### src/rtl/core/dlts_pkg.sv
// shared types, codes and constants of the delta list timer scheduler
package dlts_pkg;

	localparam int POOL_SIZE_DEF = 16;
	localparam int ID_W = 8;
	localparam int TIME_W = 32;
	localparam int TICK_W = 16;
	localparam logic [TICK_W-1:0] TICK_RESET = 16'd10;
	localparam logic [ID_W-1:0] ID_FIRST = 8'd1;
	localparam logic [ID_W-1:0] ID_LAST = 8'd255;

	// command codes
	localparam logic [1:0] CMD_TICK = 2'd0;
	localparam logic [1:0] CMD_SET = 2'd1;
	localparam logic [1:0] CMD_CLEAR = 2'd2;

	// datapath operations issued by the controller
	typedef enum logic [3:0] {
		OP_NONE,
		OP_ACCEPT,
		OP_DECODE,
		OP_TICK_UPD,
		OP_SET_TAKE,
		OP_CLR_TAKE,
		OP_CLR_FREE,
		OP_INS_START,
		OP_INS_CMP,
		OP_INS_DONE,
		OP_INS_LINK,
		OP_CHK_START,
		OP_CHK_USE,
		OP_FINISH
	} dp_op_t;

	typedef enum logic [4:0] {
		ST_IDLE,
		ST_DECODE,
		ST_TICK_WAIT,
		ST_TICK_UPD,
		ST_DIV,
		ST_SET_TAKE,
		ST_CLR_WAIT,
		ST_CLR_TAKE,
		ST_CLR_FREE,
		ST_INS_START,
		ST_INS_WAIT,
		ST_INS_CMP,
		ST_INS_DONE,
		ST_INS_LINK,
		ST_CHK_START,
		ST_CHK_WAIT,
		ST_CHK_USE,
		ST_FINISH
	} state_t;

	// status from the datapath to the controller
	typedef struct packed {
		logic [1:0] cmd;
		logic head_nil;
		logic free_nil;
		logic cur_nil;
		logic null_req;
		logic cnt_ge;
		logic rd_per_zero;
		logic div_done;
		logic out_free;
	} dp_status_t;

endpackage

### src/rtl/core/dlts_ram.sv
// generic single write port ram with registered read
module dlts_ram #(
	parameter int WIDTH = 8,
	parameter int DEPTH = 16
) (
	input  logic                     clk,
	input  logic                     we,
	input  logic [$clog2(DEPTH)-1:0] waddr,
	input  logic [WIDTH-1:0]         wdata,
	input  logic [$clog2(DEPTH)-1:0] raddr,
	output logic [WIDTH-1:0]         rdata
);

	logic [WIDTH-1:0] mem [DEPTH];

	// write and registered read
	always_ff @(posedge clk) begin
		if (we) begin
			mem[waddr] <= wdata;
		end
		rdata <= mem[raddr];
	end

endmodule

### src/rtl/core/dlts_datapath.sv
// datapath: list pointers, entry memories, divider, flag and output register
module dlts_datapath #(
	parameter int POOL_SIZE = dlts_pkg::POOL_SIZE_DEF
) (
	input  logic                        clk,
	input  logic                        arst_n,
	input  dlts_pkg::dp_op_t            op,
	output dlts_pkg::dp_status_t        status,
	input  logic [71:0]                 s_tdata,
	input  logic                        cfg_we,
	input  logic [dlts_pkg::TICK_W-1:0] cfg_wdata,
	output logic                        m_tvalid,
	input  logic                        m_tready,
	output logic [15:0]                 m_tdata
);

	localparam int IW = $clog2(POOL_SIZE + 1);
	localparam int AW = $clog2(POOL_SIZE);
	localparam logic [IW-1:0] NIL = IW'(POOL_SIZE);
	localparam int TW = dlts_pkg::TIME_W;
	localparam int KW = dlts_pkg::TICK_W;
	localparam int DW = dlts_pkg::ID_W;
	localparam int EW = TW + TW + DW;
	localparam int CW = $clog2(TW + 1);

	// control state
	logic [IW-1:0] head_q, free_q, cur_q;
	logic [DW-1:0] next_id_q, flag_q;
	logic [KW-1:0] tick_q;
	logic          out_valid_q;
	logic [CW-1:0] div_cnt_q;
	logic [POOL_SIZE-1:0] link_valid_q;

	// payload state
	logic [1:0]    cmd_q;
	logic [TW-1:0] delay_q, period_q;
	logic [IW-1:0] slot_q, prev_q;
	logic [TW-1:0] cnt_q, per_q;
	logic [DW-1:0] id_q, assigned_q;
	logic [KW-1:0] dv_q;
	logic [TW-1:0] dq_q, pq_q;
	logic [KW-1:0] dr_q, pr_q;
	logic [15:0]   out_data_q;
	logic [AW-1:0] lk_ra_q;

	// memory ports
	logic          ent_we, lk_we;
	logic [AW-1:0] ent_wa, lk_wa, rd_addr;
	logic [EW-1:0] ent_wd, ent_rd;
	logic [IW-1:0] lk_wd, lk_ram_rd, link_rd;
	logic [TW-1:0] rd_cnt, rd_per;
	logic [DW-1:0] rd_id;

	// divider step signals
	logic [KW:0]   d_rr, p_rr, d_rn, p_rn;
	logic          d_ge, p_ge;

	assign rd_addr = (cur_q == NIL) ? '0 : cur_q[AW-1:0];
	assign {rd_per, rd_cnt, rd_id} = ent_rd;

	dlts_ram #(.WIDTH(EW), .DEPTH(POOL_SIZE)) u_ent_ram (
		.clk(clk), .we(ent_we), .waddr(ent_wa), .wdata(ent_wd),
		.raddr(rd_addr), .rdata(ent_rd)
	);

	dlts_ram #(.WIDTH(IW), .DEPTH(POOL_SIZE)) u_link_ram (
		.clk(clk), .we(lk_we), .waddr(lk_wa), .wdata(lk_wd),
		.raddr(rd_addr), .rdata(lk_ram_rd)
	);

	// unwritten links read as the reset chain
	assign link_rd = link_valid_q[lk_ra_q] ? lk_ram_rd : (IW'(lk_ra_q) + IW'(1));

	// restoring divider steps for delay and period
	always_comb begin
		d_rr = {dr_q, dq_q[TW-1]};
		p_rr = {pr_q, pq_q[TW-1]};
		d_ge = d_rr >= {1'b0, dv_q};
		p_ge = p_rr >= {1'b0, dv_q};
		d_rn = d_ge ? (d_rr - {1'b0, dv_q}) : d_rr;
		p_rn = p_ge ? (p_rr - {1'b0, dv_q}) : p_rr;
	end

	// memory write selection
	always_comb begin
		ent_we = 1'b0;
		ent_wa = rd_addr;
		ent_wd = {rd_per, rd_cnt, rd_id};
		lk_we = 1'b0;
		lk_wa = slot_q[AW-1:0];
		lk_wd = cur_q;
		case (op)
			dlts_pkg::OP_TICK_UPD: begin
				ent_we = rd_cnt != '0;
				ent_wd = {rd_per, rd_cnt - TW'(1), rd_id};
			end
			dlts_pkg::OP_INS_CMP: begin
				ent_we = !(cnt_q >= rd_cnt);
				ent_wd = {rd_per, rd_cnt - cnt_q, rd_id};
			end
			dlts_pkg::OP_INS_DONE: begin
				ent_we = 1'b1;
				ent_wa = slot_q[AW-1:0];
				ent_wd = {per_q, cnt_q, id_q};
				lk_we = 1'b1;
			end
			dlts_pkg::OP_INS_LINK: begin
				lk_we = prev_q != NIL;
				lk_wa = prev_q[AW-1:0];
				lk_wd = slot_q;
			end
			dlts_pkg::OP_CLR_FREE: begin
				lk_we = 1'b1;
				lk_wd = free_q;
			end
			default: begin
			end
		endcase
	end

	// control registers
	always_ff @(posedge clk or negedge arst_n) begin
		if (!arst_n) begin
			head_q <= NIL;
			free_q <= '0;
			cur_q <= NIL;
			next_id_q <= dlts_pkg::ID_FIRST;
			flag_q <= '0;
			tick_q <= dlts_pkg::TICK_RESET;
			out_valid_q <= 1'b0;
			div_cnt_q <= '0;
			link_valid_q <= '0;
		end else begin
			if (cfg_we) begin
				tick_q <= cfg_wdata;
			end
			if (lk_we) begin
				link_valid_q[lk_wa] <= 1'b1;
			end
			if (div_cnt_q != '0) begin
				div_cnt_q <= div_cnt_q - CW'(1);
			end
			if (m_tready) begin
				out_valid_q <= 1'b0;
			end
			case (op)
				dlts_pkg::OP_DECODE: begin
					cur_q <= (cmd_q == dlts_pkg::CMD_SET) ? free_q : head_q;
					if (cmd_q == dlts_pkg::CMD_CLEAR) begin
						flag_q <= '0;
					end
					div_cnt_q <= CW'(TW);
				end
				dlts_pkg::OP_TICK_UPD: begin
					if (rd_cnt == TW'(1)) begin
						flag_q <= rd_id;
					end
				end
				dlts_pkg::OP_SET_TAKE: begin
					free_q <= link_rd;
					next_id_q <= (next_id_q >= dlts_pkg::ID_LAST) ? dlts_pkg::ID_FIRST
						: next_id_q + DW'(1);
				end
				dlts_pkg::OP_CLR_TAKE: begin
					head_q <= link_rd;
				end
				dlts_pkg::OP_CLR_FREE: begin
					free_q <= slot_q;
				end
				dlts_pkg::OP_INS_START: begin
					cur_q <= head_q;
				end
				dlts_pkg::OP_INS_CMP: begin
					if (cnt_q >= rd_cnt) begin
						cur_q <= link_rd;
					end
				end
				dlts_pkg::OP_INS_LINK: begin
					if (prev_q == NIL) begin
						head_q <= slot_q;
					end
				end
				dlts_pkg::OP_CHK_START: begin
					cur_q <= head_q;
				end
				dlts_pkg::OP_CHK_USE: begin
					if (cur_q != NIL && rd_cnt == '0) begin
						flag_q <= rd_id;
					end
				end
				dlts_pkg::OP_FINISH: begin
					out_valid_q <= 1'b1;
				end
				default: begin
				end
			endcase
		end
	end

	// payload registers
	always_ff @(posedge clk) begin
		lk_ra_q <= rd_addr;
		if (div_cnt_q != '0) begin
			dq_q <= {dq_q[TW-2:0], d_ge};
			pq_q <= {pq_q[TW-2:0], p_ge};
			dr_q <= d_rn[KW-1:0];
			pr_q <= p_rn[KW-1:0];
		end
		case (op)
			dlts_pkg::OP_ACCEPT: begin
				cmd_q <= s_tdata[1:0];
				delay_q <= s_tdata[33:2];
				period_q <= s_tdata[65:34];
			end
			dlts_pkg::OP_DECODE: begin
				assigned_q <= '0;
				dv_q <= (tick_q == '0) ? KW'(1) : tick_q;
				dq_q <= delay_q;
				pq_q <= period_q;
				dr_q <= '0;
				pr_q <= '0;
			end
			dlts_pkg::OP_SET_TAKE: begin
				slot_q <= cur_q;
				id_q <= next_id_q;
				assigned_q <= next_id_q;
				cnt_q <= dq_q;
				per_q <= pq_q;
			end
			dlts_pkg::OP_CLR_TAKE: begin
				slot_q <= cur_q;
				id_q <= rd_id;
				cnt_q <= rd_per;
				per_q <= rd_per;
			end
			dlts_pkg::OP_INS_START: begin
				prev_q <= NIL;
			end
			dlts_pkg::OP_INS_CMP: begin
				if (cnt_q >= rd_cnt) begin
					cnt_q <= cnt_q - rd_cnt;
					prev_q <= cur_q;
				end
			end
			dlts_pkg::OP_FINISH: begin
				out_data_q <= {flag_q, assigned_q};
			end
			default: begin
			end
		endcase
	end

	// status toward the controller
	always_comb begin
		status.cmd = cmd_q;
		status.head_nil = head_q == NIL;
		status.free_nil = free_q == NIL;
		status.cur_nil = cur_q == NIL;
		status.null_req = (delay_q == '0) && (period_q == '0);
		status.cnt_ge = cnt_q >= rd_cnt;
		status.rd_per_zero = rd_per == '0;
		status.div_done = div_cnt_q == '0;
		status.out_free = !out_valid_q || m_tready;
	end

	assign m_tvalid = out_valid_q;
	assign m_tdata = out_data_q;

`ifndef NO_ASSERTIONS
	a_cur_range: assert property (@(posedge clk) disable iff (!arst_n)
		cur_q <= NIL) else $error("cursor beyond pool");
	a_id_nonzero: assert property (@(posedge clk) disable iff (!arst_n)
		next_id_q != '0) else $error("id counter reached zero");
	a_div_start: assert property (@(posedge clk) disable iff (!arst_n)
		op == dlts_pkg::OP_DECODE |=> div_cnt_q == CW'(TW)) else $error("divider not started");
	a_out_load: assert property (@(posedge clk) disable iff (!arst_n)
		op == dlts_pkg::OP_FINISH |=> out_valid_q) else $error("result not posted");
`endif

endmodule

### src/rtl/core/dlts_ctrl.sv
// controller state machine sequencing tick, set, clear and list insertion
module dlts_ctrl (
	input  logic                 clk,
	input  logic                 arst_n,
	input  logic                 s_tvalid,
	output logic                 s_tready,
	input  dlts_pkg::dp_status_t status,
	output dlts_pkg::dp_op_t     op
);

	dlts_pkg::state_t state_q, state_d;

	// state register
	always_ff @(posedge clk or negedge arst_n) begin
		if (!arst_n) begin
			state_q <= dlts_pkg::ST_IDLE;
		end else begin
			state_q <= state_d;
		end
	end

	// next state
	always_comb begin
		state_d = state_q;
		case (state_q)
			dlts_pkg::ST_IDLE: begin
				if (s_tvalid) state_d = dlts_pkg::ST_DECODE;
			end
			dlts_pkg::ST_DECODE: begin
				case (status.cmd)
					dlts_pkg::CMD_TICK: state_d = status.head_nil ? dlts_pkg::ST_FINISH
						: dlts_pkg::ST_TICK_WAIT;
					dlts_pkg::CMD_SET: state_d = (status.null_req || status.free_nil)
						? dlts_pkg::ST_FINISH : dlts_pkg::ST_DIV;
					dlts_pkg::CMD_CLEAR: state_d = status.head_nil ? dlts_pkg::ST_FINISH
						: dlts_pkg::ST_CLR_WAIT;
					default: state_d = dlts_pkg::ST_FINISH;
				endcase
			end
			dlts_pkg::ST_TICK_WAIT: state_d = dlts_pkg::ST_TICK_UPD;
			dlts_pkg::ST_TICK_UPD: state_d = dlts_pkg::ST_FINISH;
			dlts_pkg::ST_DIV: begin
				if (status.div_done) state_d = dlts_pkg::ST_SET_TAKE;
			end
			dlts_pkg::ST_SET_TAKE: state_d = dlts_pkg::ST_INS_START;
			dlts_pkg::ST_CLR_WAIT: state_d = dlts_pkg::ST_CLR_TAKE;
			dlts_pkg::ST_CLR_TAKE: state_d = status.rd_per_zero ? dlts_pkg::ST_CLR_FREE
				: dlts_pkg::ST_INS_START;
			dlts_pkg::ST_CLR_FREE: state_d = dlts_pkg::ST_CHK_START;
			dlts_pkg::ST_INS_START: state_d = dlts_pkg::ST_INS_WAIT;
			dlts_pkg::ST_INS_WAIT: state_d = status.cur_nil ? dlts_pkg::ST_INS_DONE
				: dlts_pkg::ST_INS_CMP;
			dlts_pkg::ST_INS_CMP: state_d = status.cnt_ge ? dlts_pkg::ST_INS_WAIT
				: dlts_pkg::ST_INS_DONE;
			dlts_pkg::ST_INS_DONE: state_d = dlts_pkg::ST_INS_LINK;
			dlts_pkg::ST_INS_LINK: state_d = dlts_pkg::ST_CHK_START;
			dlts_pkg::ST_CHK_START: state_d = dlts_pkg::ST_CHK_WAIT;
			dlts_pkg::ST_CHK_WAIT: state_d = dlts_pkg::ST_CHK_USE;
			dlts_pkg::ST_CHK_USE: state_d = dlts_pkg::ST_FINISH;
			dlts_pkg::ST_FINISH: begin
				if (status.out_free) state_d = dlts_pkg::ST_IDLE;
			end
			default: state_d = dlts_pkg::ST_IDLE;
		endcase
	end

	// outputs
	always_comb begin
		op = dlts_pkg::OP_NONE;
		s_tready = 1'b0;
		case (state_q)
			dlts_pkg::ST_IDLE: begin
				s_tready = 1'b1;
				if (s_tvalid) op = dlts_pkg::OP_ACCEPT;
			end
			dlts_pkg::ST_DECODE: op = dlts_pkg::OP_DECODE;
			dlts_pkg::ST_TICK_UPD: op = dlts_pkg::OP_TICK_UPD;
			dlts_pkg::ST_SET_TAKE: op = dlts_pkg::OP_SET_TAKE;
			dlts_pkg::ST_CLR_TAKE: op = dlts_pkg::OP_CLR_TAKE;
			dlts_pkg::ST_CLR_FREE: op = dlts_pkg::OP_CLR_FREE;
			dlts_pkg::ST_INS_START: op = dlts_pkg::OP_INS_START;
			dlts_pkg::ST_INS_CMP: op = dlts_pkg::OP_INS_CMP;
			dlts_pkg::ST_INS_DONE: op = dlts_pkg::OP_INS_DONE;
			dlts_pkg::ST_INS_LINK: op = dlts_pkg::OP_INS_LINK;
			dlts_pkg::ST_CHK_START: op = dlts_pkg::OP_CHK_START;
			dlts_pkg::ST_CHK_USE: op = dlts_pkg::OP_CHK_USE;
			dlts_pkg::ST_FINISH: begin
				if (status.out_free) op = dlts_pkg::OP_FINISH;
			end
			default: begin
			end
		endcase
	end

`ifndef NO_ASSERTIONS
	a_ready_idle: assert property (@(posedge clk) disable iff (!arst_n)
		s_tready |-> state_q == dlts_pkg::ST_IDLE) else $error("ready outside idle");
	a_accept_decode: assert property (@(posedge clk) disable iff (!arst_n)
		s_tvalid && s_tready |=> state_q == dlts_pkg::ST_DECODE) else $error("transfer lost");
	a_div_wait: assert property (@(posedge clk) disable iff (!arst_n)
		state_q == dlts_pkg::ST_SET_TAKE |-> status.div_done) else $error("quotient not ready");
`endif

endmodule

### src/rtl/core/delta_list_timer_scheduler.sv
// top level of the delta list timer scheduler
// Timer pool kept as a delta list, one command per input transfer and one result per command.
// Items are handled one at a time; the result sits in an output register so the next
// command is taken while it waits, and a command that finishes while the previous result
// is still held waits for that transfer. A tick on an empty list only posts a result. A set
// either fails or runs a 32-step restoring divider (delay and period in parallel) and then
// walks the list to insert the new entry. A clear reinserts the head by the same walk when
// the head is reloaded, frees it otherwise and only posts a result on an empty list. The
// list walk reads each entry through the registered read of the entry memories.
// No clearing pass runs after reset.
module delta_list_timer_scheduler #(
	parameter int POOL_SIZE = dlts_pkg::POOL_SIZE_DEF
) (
	input  logic                        clk,
	input  logic                        arst_n,
	input  logic                        s_tvalid,
	output logic                        s_tready,
	input  logic [71:0]                 s_tdata,   // cmd[1:0], delay_ms[33:2], period_ms[65:34]
	output logic                        m_tvalid,
	input  logic                        m_tready,
	output logic [15:0]                 m_tdata,   // assigned_id[7:0], flag_id[15:8]
	input  logic                        cfg_we,
	input  logic [dlts_pkg::TICK_W-1:0] cfg_wdata  // tick_period_ms
);

	dlts_pkg::dp_op_t     op;
	dlts_pkg::dp_status_t status;

	// sequencing
	dlts_ctrl u_ctrl (
		.clk(clk), .arst_n(arst_n), .s_tvalid(s_tvalid), .s_tready(s_tready),
		.status(status), .op(op)
	);

	// storage and arithmetic
	dlts_datapath #(.POOL_SIZE(POOL_SIZE)) u_datapath (
		.clk(clk), .arst_n(arst_n), .op(op), .status(status), .s_tdata(s_tdata),
		.cfg_we(cfg_we), .cfg_wdata(cfg_wdata), .m_tvalid(m_tvalid), .m_tready(m_tready),
		.m_tdata(m_tdata)
	);

endmodule
### config.mk
export PLATFORM = sky130hd
export DESIGN_NAME = delta_list_timer_scheduler
export DESIGN_NICKNAME = d
export VERILOG_FILES = /design/src/rtl/core/dlts_pkg.sv /design/src/rtl/core/dlts_ram.sv /design/src/rtl/core/dlts_datapath.sv /design/src/rtl/core/dlts_ctrl.sv /design/src/rtl/core/delta_list_timer_scheduler.sv
export SDC_FILE = /design/constraint.sdc
export NUM_CORES = 2
export LEC_CHECK = 0
export BUFFER_PORTS_ARGS = -buffer_cell sky130_fd_sc_hd__buf_2
export CORE_MARGIN = 4
export CORE_UTILIZATION = 40
export CTS_BUF_LIST = sky130_fd_sc_hd__clkbuf_16
export CTS_CLUSTER_SIZE = 8
export DETAILED_ROUTE_END_ITERATION = 8
export GPL_TIMING_DRIVEN = 0
export RECOVER_POWER = 25
export SYNTH_ARGS = -nofsm -noshare
export SYNTH_HDL_FRONTEND = slang
export SYNTH_HIERARCHICAL = 1
export SYNTH_SLANG_ARGS = --single-unit
export TNS_END_PERCENT = 100
### constraint.sdc
create_clock -name clk -period 12.5 [get_ports clk]
set_clock_uncertainty 0.2 [all_clocks]
set_input_delay 0.625 -clock clk [delete_from_list [all_inputs] [get_ports clk]]
set_output_delay 0.625 -clock clk [all_outputs]
set_load 0.005 [all_outputs]
Yosys cells after proc, flatten, opt, wreduce, memory -nomap -nowiden

Memories as Yosys holds them, arrays and structs flattened. A register that Yosys moved wholly into a read port is not among the register bits.
Index checks and enable logic that the tools add are counted.

Bits in registers: 363
Memory bits (writable): 1232
Input port bits: 93
Output and inout port bits: 18
Memories: 2

Add/subtract/negate cells: 8
$lt $le $gt $ge: 7
Eq/ne operators: 47
Mux-type cells: 59
Bitwise logic cells: 1
Reduce and logical (&&, ||, !) cells: 38

Memories:

| memory                    | depth | bits a word | read ports | clocked after memory_dff | wr ports | line           | source |
|---|---|---|---|---|---|---|---|
| u_datapath.u_ent_ram.mem  | 16    | 72          | 1          | 1                        | 1        | dlts_ram.sv:14 | `logic [WIDTH-1:0] mem [DEPTH];` |
| u_datapath.u_link_ram.mem | 16    | 5           | 1          | 1                        | 1        | dlts_ram.sv:14 |  |

Operator list:

| cell                    | count |
|---|---|
| $pmux W72 S3            | 1 |
| $mux W32                | 5 |
| $logic_not A32 Y1       | 4 |
| $pmux W32 S3            | 1 |
| $pmux W5 S16            | 1 |
| $pmux W32 S2            | 1 |
| $sub A32 B32 Y32        | 2 |
| $mux W5                 | 11 |
| $pmux W4 S13            | 1 |
| $eq A5 B4 Y1 const B    | 8 |
| $pmux W5 S2             | 4 |
| $ge A17 B16 Y1          | 2 |
| $eq A32 B1 Y1 const B   | 1 |
| $ge A32 B32 Y1          | 1 |
| $mux W16                | 2 |
| $mux W8                 | 4 |
| $pmux W8 S2             | 2 |
| $reduce_bool A32 Y1     | 1 |
| $sub A16 B16 Y16        | 2 |
| $sub A32 B1 Y32 const B | 1 |
| $eq A5 B5 Y1 const B    | 6 |
| $pmux W5 S3             | 2 |
| $eq A4 B4 Y1 const B    | 6 |
| $pmux W8 S3             | 1 |
| 40 further kinds        | 90 |

Depth between registers and ports, before layout

Depth after elaboration: 11
Mapped depth: 15

Cells and area by module

The synthesis kept the hierarchy.

Modules (own cells, without submodules):

| module                           | instances | cells an instance | area an instance (µm²) |
|---|---|---|---|
| dlts_ram (u_datapath.u_ent_ram)  | 1         | 1850              | 44552.7 |
| dlts_datapath                    | 1         | 2286              | 21690.8 |
| dlts_ram (u_datapath.u_link_ram) | 1         | 155               | 3213.1 |
| dlts_ctrl                        | 1         | 85                | 610.6 |

Worst setup path before layout

No wires, ideal clock.

Path kind: input-to-reg
Start point: in m_tready
End point: mem u_datapath/u_ent_ram/mem[0][0] (netlist name), enable pin
Setup time: 0.590 ns
Arrival time: 8.199 ns
Data required time: 11.710 ns
Setup slack: 3.510 ns
Stages on the path: 11
Buffers on the path: 2
Path through: nand2b_1 > or3b_1 > a21oi_1 > or3_1 > clkbuf_1 > nand2b_1 > nor2_1 > clkbuf_1 > mux2_2 > or3b_2 > nor3_1

RTL lines:

| what                     | line                             | source |
|---|---|---|
| start: declaration       | delta_list_timer_scheduler.sv:20 | `input logic m_tready,` |
| $logic_or A1 B1 Y1       | dlts_datapath.sv:263             | `status.out_free = !out_valid_q \|\| m_tready;` |
| $mux W4                  | dlts_ctrl.sv:88                  | `if (status.out_free) op = dlts_pkg::OP_FINISH;` |
| $pmux W4 S13             | dlts_ctrl.sv:71                  | `case (state_q)` |
| via op[3]                | delta_list_timer_scheduler.sv:26 | `dlts_pkg::dp_op_t op;` |
| $eq A4 B4 Y1             | dlts_datapath.sv:92              | `case (op)` |
| $mux W4                  | dlts_datapath.sv:92              |  |
| via u_datapath.ent_wa[2] | dlts_datapath.sv:48              | `logic [AW-1:0] ent_wa, lk_wa, rd_addr;` |
| end: declaration         | dlts_ram.sv:14                   |  |

The timed path passes the listed nets, and every way through them passes these cells.

==> flow_summary.toml <==
[global_routing]
antenna_found_initial = 7
grt_use_total_pct = 21.5
grt_max_degree = 49
first_global_vias = 42400
grt_pass1_wl_um = 287000
overflow = 0

[drt]
dr.pass1.iters = 6
wl_per_cell_um = 26.5
routed_wl_um = 196000
drcViolationCount = 0
drtIter0Drc = 4814
ant_nets = 0
dr_total_vias = 42000
post_drt_via_cell_ratio = 5.68

[synth]
synth_largest_area_cell = "edfxtp_1"
synth_edf_count = 1484
syn_avg_cell_area_um2 = 16.0
yosysWarnings = 6
syn_area_um2 = 70100
synthFlopType = "edfxtp_1"
synth.area.top_cells = "edfxtp_1 (64%), mux4_2 (10%), dfxtp_1 (3.2%)"
post-synth-top-count-cell = "edfxtp_1"
ys_async_sr_fraction_pct = 4.49
synth_top_area_share_pct = 63.6
synth_cell_types = 98
synth_cells = 4376
synth_commonest_cells = "edfxtp_1 (1484), nand2_1 (552), mux4_2 (313), clkbuf_1 (162), nor2_1 (162)"
synthesis.nets = 4575
seq_area_frac_synth_pct = 69.5
ys_seq_elements = 1672

[clocking]
numCtsBuffers = 228
cts-root-buf = "clkbuf_16"
post_cts_buffers = 0
clk_pin_slew_ps = 50
cts_tree = "yes"
cts_buffer_depth = 3
clk_latency_ps = 870
cts_resized = 0
clock-sinks = 1672
ctsHtreeMaxLevel = 4

[outcome]
violations = "max-capacitance violations, max-slew violations"
outcome = "complete, but fails checks"

[critical_path]
worst-path-max-fanout = 10
cp-start-kind = "register"
path_common_cell = "buf_6"
endpoint = "u_datapath/u_ent_ram/mem[0][48]"
ff2ff_path_depth = 16
required_ps = 12840
arrival_ps = 7720
critPathKind = "register to register"
startpoint = "u_datapath/m_tvalid"
path_depth = 16
crit_path_end_kind = "register"
r2r_setup_slack_ps = 5120
critPathTopFamily = "simple AND/OR/NAND/NOR gates"
worstPathCellList = "nand2b_1, or3b_1, a21oi_1, or3_1, clkbuf_1, nand2b_1, nor2_1, clkbuf_1, mux2_2, or3b_2, nor3_2, buf_6, buf_6, buf_6, buf_6, buf_6"
r2r_start = "u_datapath/m_tvalid"
reg2reg_to = "u_datapath/u_ent_ram/mem[0][48]"
cp_slowest_cell = "nor2_1"
worst-path-buf-inv = 7
max_stage_delay_ps = 1160

[pwr]
powerDensity_nw_per_um2 = 298
swShare_pct = 38.2
clock_power_share_pct = 22.8
pwr-share-seq_pct = 37.4
switching_power_mw = 9.41
power.internal_mw = 15.2
combPwrFrac_pct = 39.8
ir_drop_uv = 159
finalPower_mw = 24.6
p_leak_nw = 29.0

[sta]
timing.slew.headroom_pct = -88.4
fin_setup_tns_ps = 0
finalSetupViolCount = 0
final_max_slew_viol_count = 215
finalCritPeriodShare_pct = 59.0
rsz0062_at_grt = "no"
hold_viol = 0
fin_crit_ps = 7380
worstMarginPinSlew_ps = 2830
fmax_ghz = 0.135
hold_slack_ps = 104

[final_layout]
nets = 5098
syn_to_final_growth_pct = 17.9
drive_gt1_share_pct = 17.8
fillerInstances = 14900

[worst_hold_path]
hold_start = "cfg_we"
min_path_type = "input port to register"

[place]
dp_hpwl_um = 136000
place.gp.congestion = 0.940
portBuffers = 103

[floorplan]
die_y_um = 427
floorplan.initialDensity_pct = 40.3
dieArea_um2 = 182000
core-area_um2 = 174000
num_io_pins = 111
dieWidth_um = 427
row_count = 153

[job]
drv_cap = 8
-- kinds of logic after synthesis --
family	count (synthesis)	share of synthesized area, %
AND/OR/NAND/NOR	1049	6.76
adder cells (fa/ha/maj)	106	1.94
multiplexers	413	11.6
AO/OA/AOI/OAI	692	6.79
buffers and inverters	358	2.29
flip-flops	1672	69.5
XOR/XNOR	86	1.07
-- power groups by stage --
stage	registers, mW	logic [mW]	clock network [mW]
floorplan	8.97	6.45	0
global placement	9.44	9.31	0
detailed placement	9.29	9.77	0
CTS	9.20	9.83	5.74
global route	9.29	10.6	6.01
finish	9.22	9.80	5.63
-- area by class of cell --
cell class	instances	area [um^2]	area share, %
clock inverter	167	958	1.16
antenna	4	10.0	0.0121
tap	2325	2910	3.52
clock buffer	229	5730	6.94
inverter	120	450	0.545
sequential	1672	48700	59.0
buffer	238	1150	1.39
timing repair buffer	293	2810	3.40
multi-input combinational	2346	19900	24.1
-- repair_timing --
action	in CTS	in global routing
hold buffers	83	0
setup endpoints to repair	0	0
hold endpoints to repair	153	0
-- metrics by stage --
stage                     utilization, %  std cells  cell area [um^2]  setup WS [ps]
after global routing                47.5       7393             82600           4730
after global placement              42.2       6804             73500          -5000
after CTS                           47.6       7386             82700           5210
after detailed placement            43.2       6907             75200           4870
after floorplan                        -       4376             70100           3510
final                               47.5       7394             82600           5120
-- placed cells by master, fill, tap and decap left out, drive strengths merged, types with 23 or more instances in the layout --
cell,synthesis,routed
o21bai,30,30
xnor2,55,55
buf,76,232
a21o,50,50
a21oi,130,130
xor2,31,31
nor2,163,163
nor4,40,40
nand3,57,57
nor3,54,54
inv,119,273
dlygate4sd3,0,83
nand2b,35,35
dfrtp,70,70
nand4,37,37
nand2,552,552
edfxtp,1484,1484
mux4,313,313
mux2i,31,31
dfxtp,113,113
o21ai,135,135
clkbuf,162,445
a22oi,159,159
ha,102,102
nor2b,23,23
o211ai,41,41
mux2,69,69
-- worst reg2reg max path, delay by kind of cell (launching register included) --
family,cells,cell delay [ps]
AO/OA/AOI/OAI,1,140
AND/OR/NAND/NOR,7,3540
flip-flops,1,390
multiplexers,1,460
buffers and inverters,7,2350
-- layer usage --
| layer | track usage, % | wire (um) | up-vias |
|---|---|---|---|
| met5 | 0 | 24 | - |
| met4 | 7.78 | 7390 | 4 |
| met3 | 3.93 | 15100 | 363 |
| met2 | 34.4 | 92600 | 1738 |
| met1 | 29.6 | 80900 | 21700 |
| li1 | - | - | 18200 |
-- how the worst min path moves through the flow --
stage / end / slack [ps] / cells after the start
2_1_floorplan: u_ctrl/state_q[0] / 130 / 0
3_3_place_gp: u_datapath/m_tdata[1] / 210 / 0
3_5_place_dp: u_datapath/m_tdata[6] / 210 / 0
4_1_cts: u_datapath/link_valid_q[8] / 10 / 2
5_1_grt: u_datapath/tick_q[15] / 80 / 2
6_report: u_datapath/tick_q[4] / 100 / 2
-- flip-flops by register name, summed over array words and instances, names as in the netlist, 32 cells and up --
| name | cells |
|---|---|
| u_datapath/u_link_ram/mem | 80 |
| u_datapath/cnt_q | 32 |
| u_datapath/pq_q | 32 |
| u_datapath/u_ent_ram/mem | 1152 |
| u_datapath/per_q | 32 |
| u_datapath/delay_q | 32 |
| u_datapath/u_ent_ram/rdata | 72 |
| u_datapath/period_q | 32 |
| u_datapath/dq_q | 32 |
Note: power is estimated with default switching activity, not from simulation.
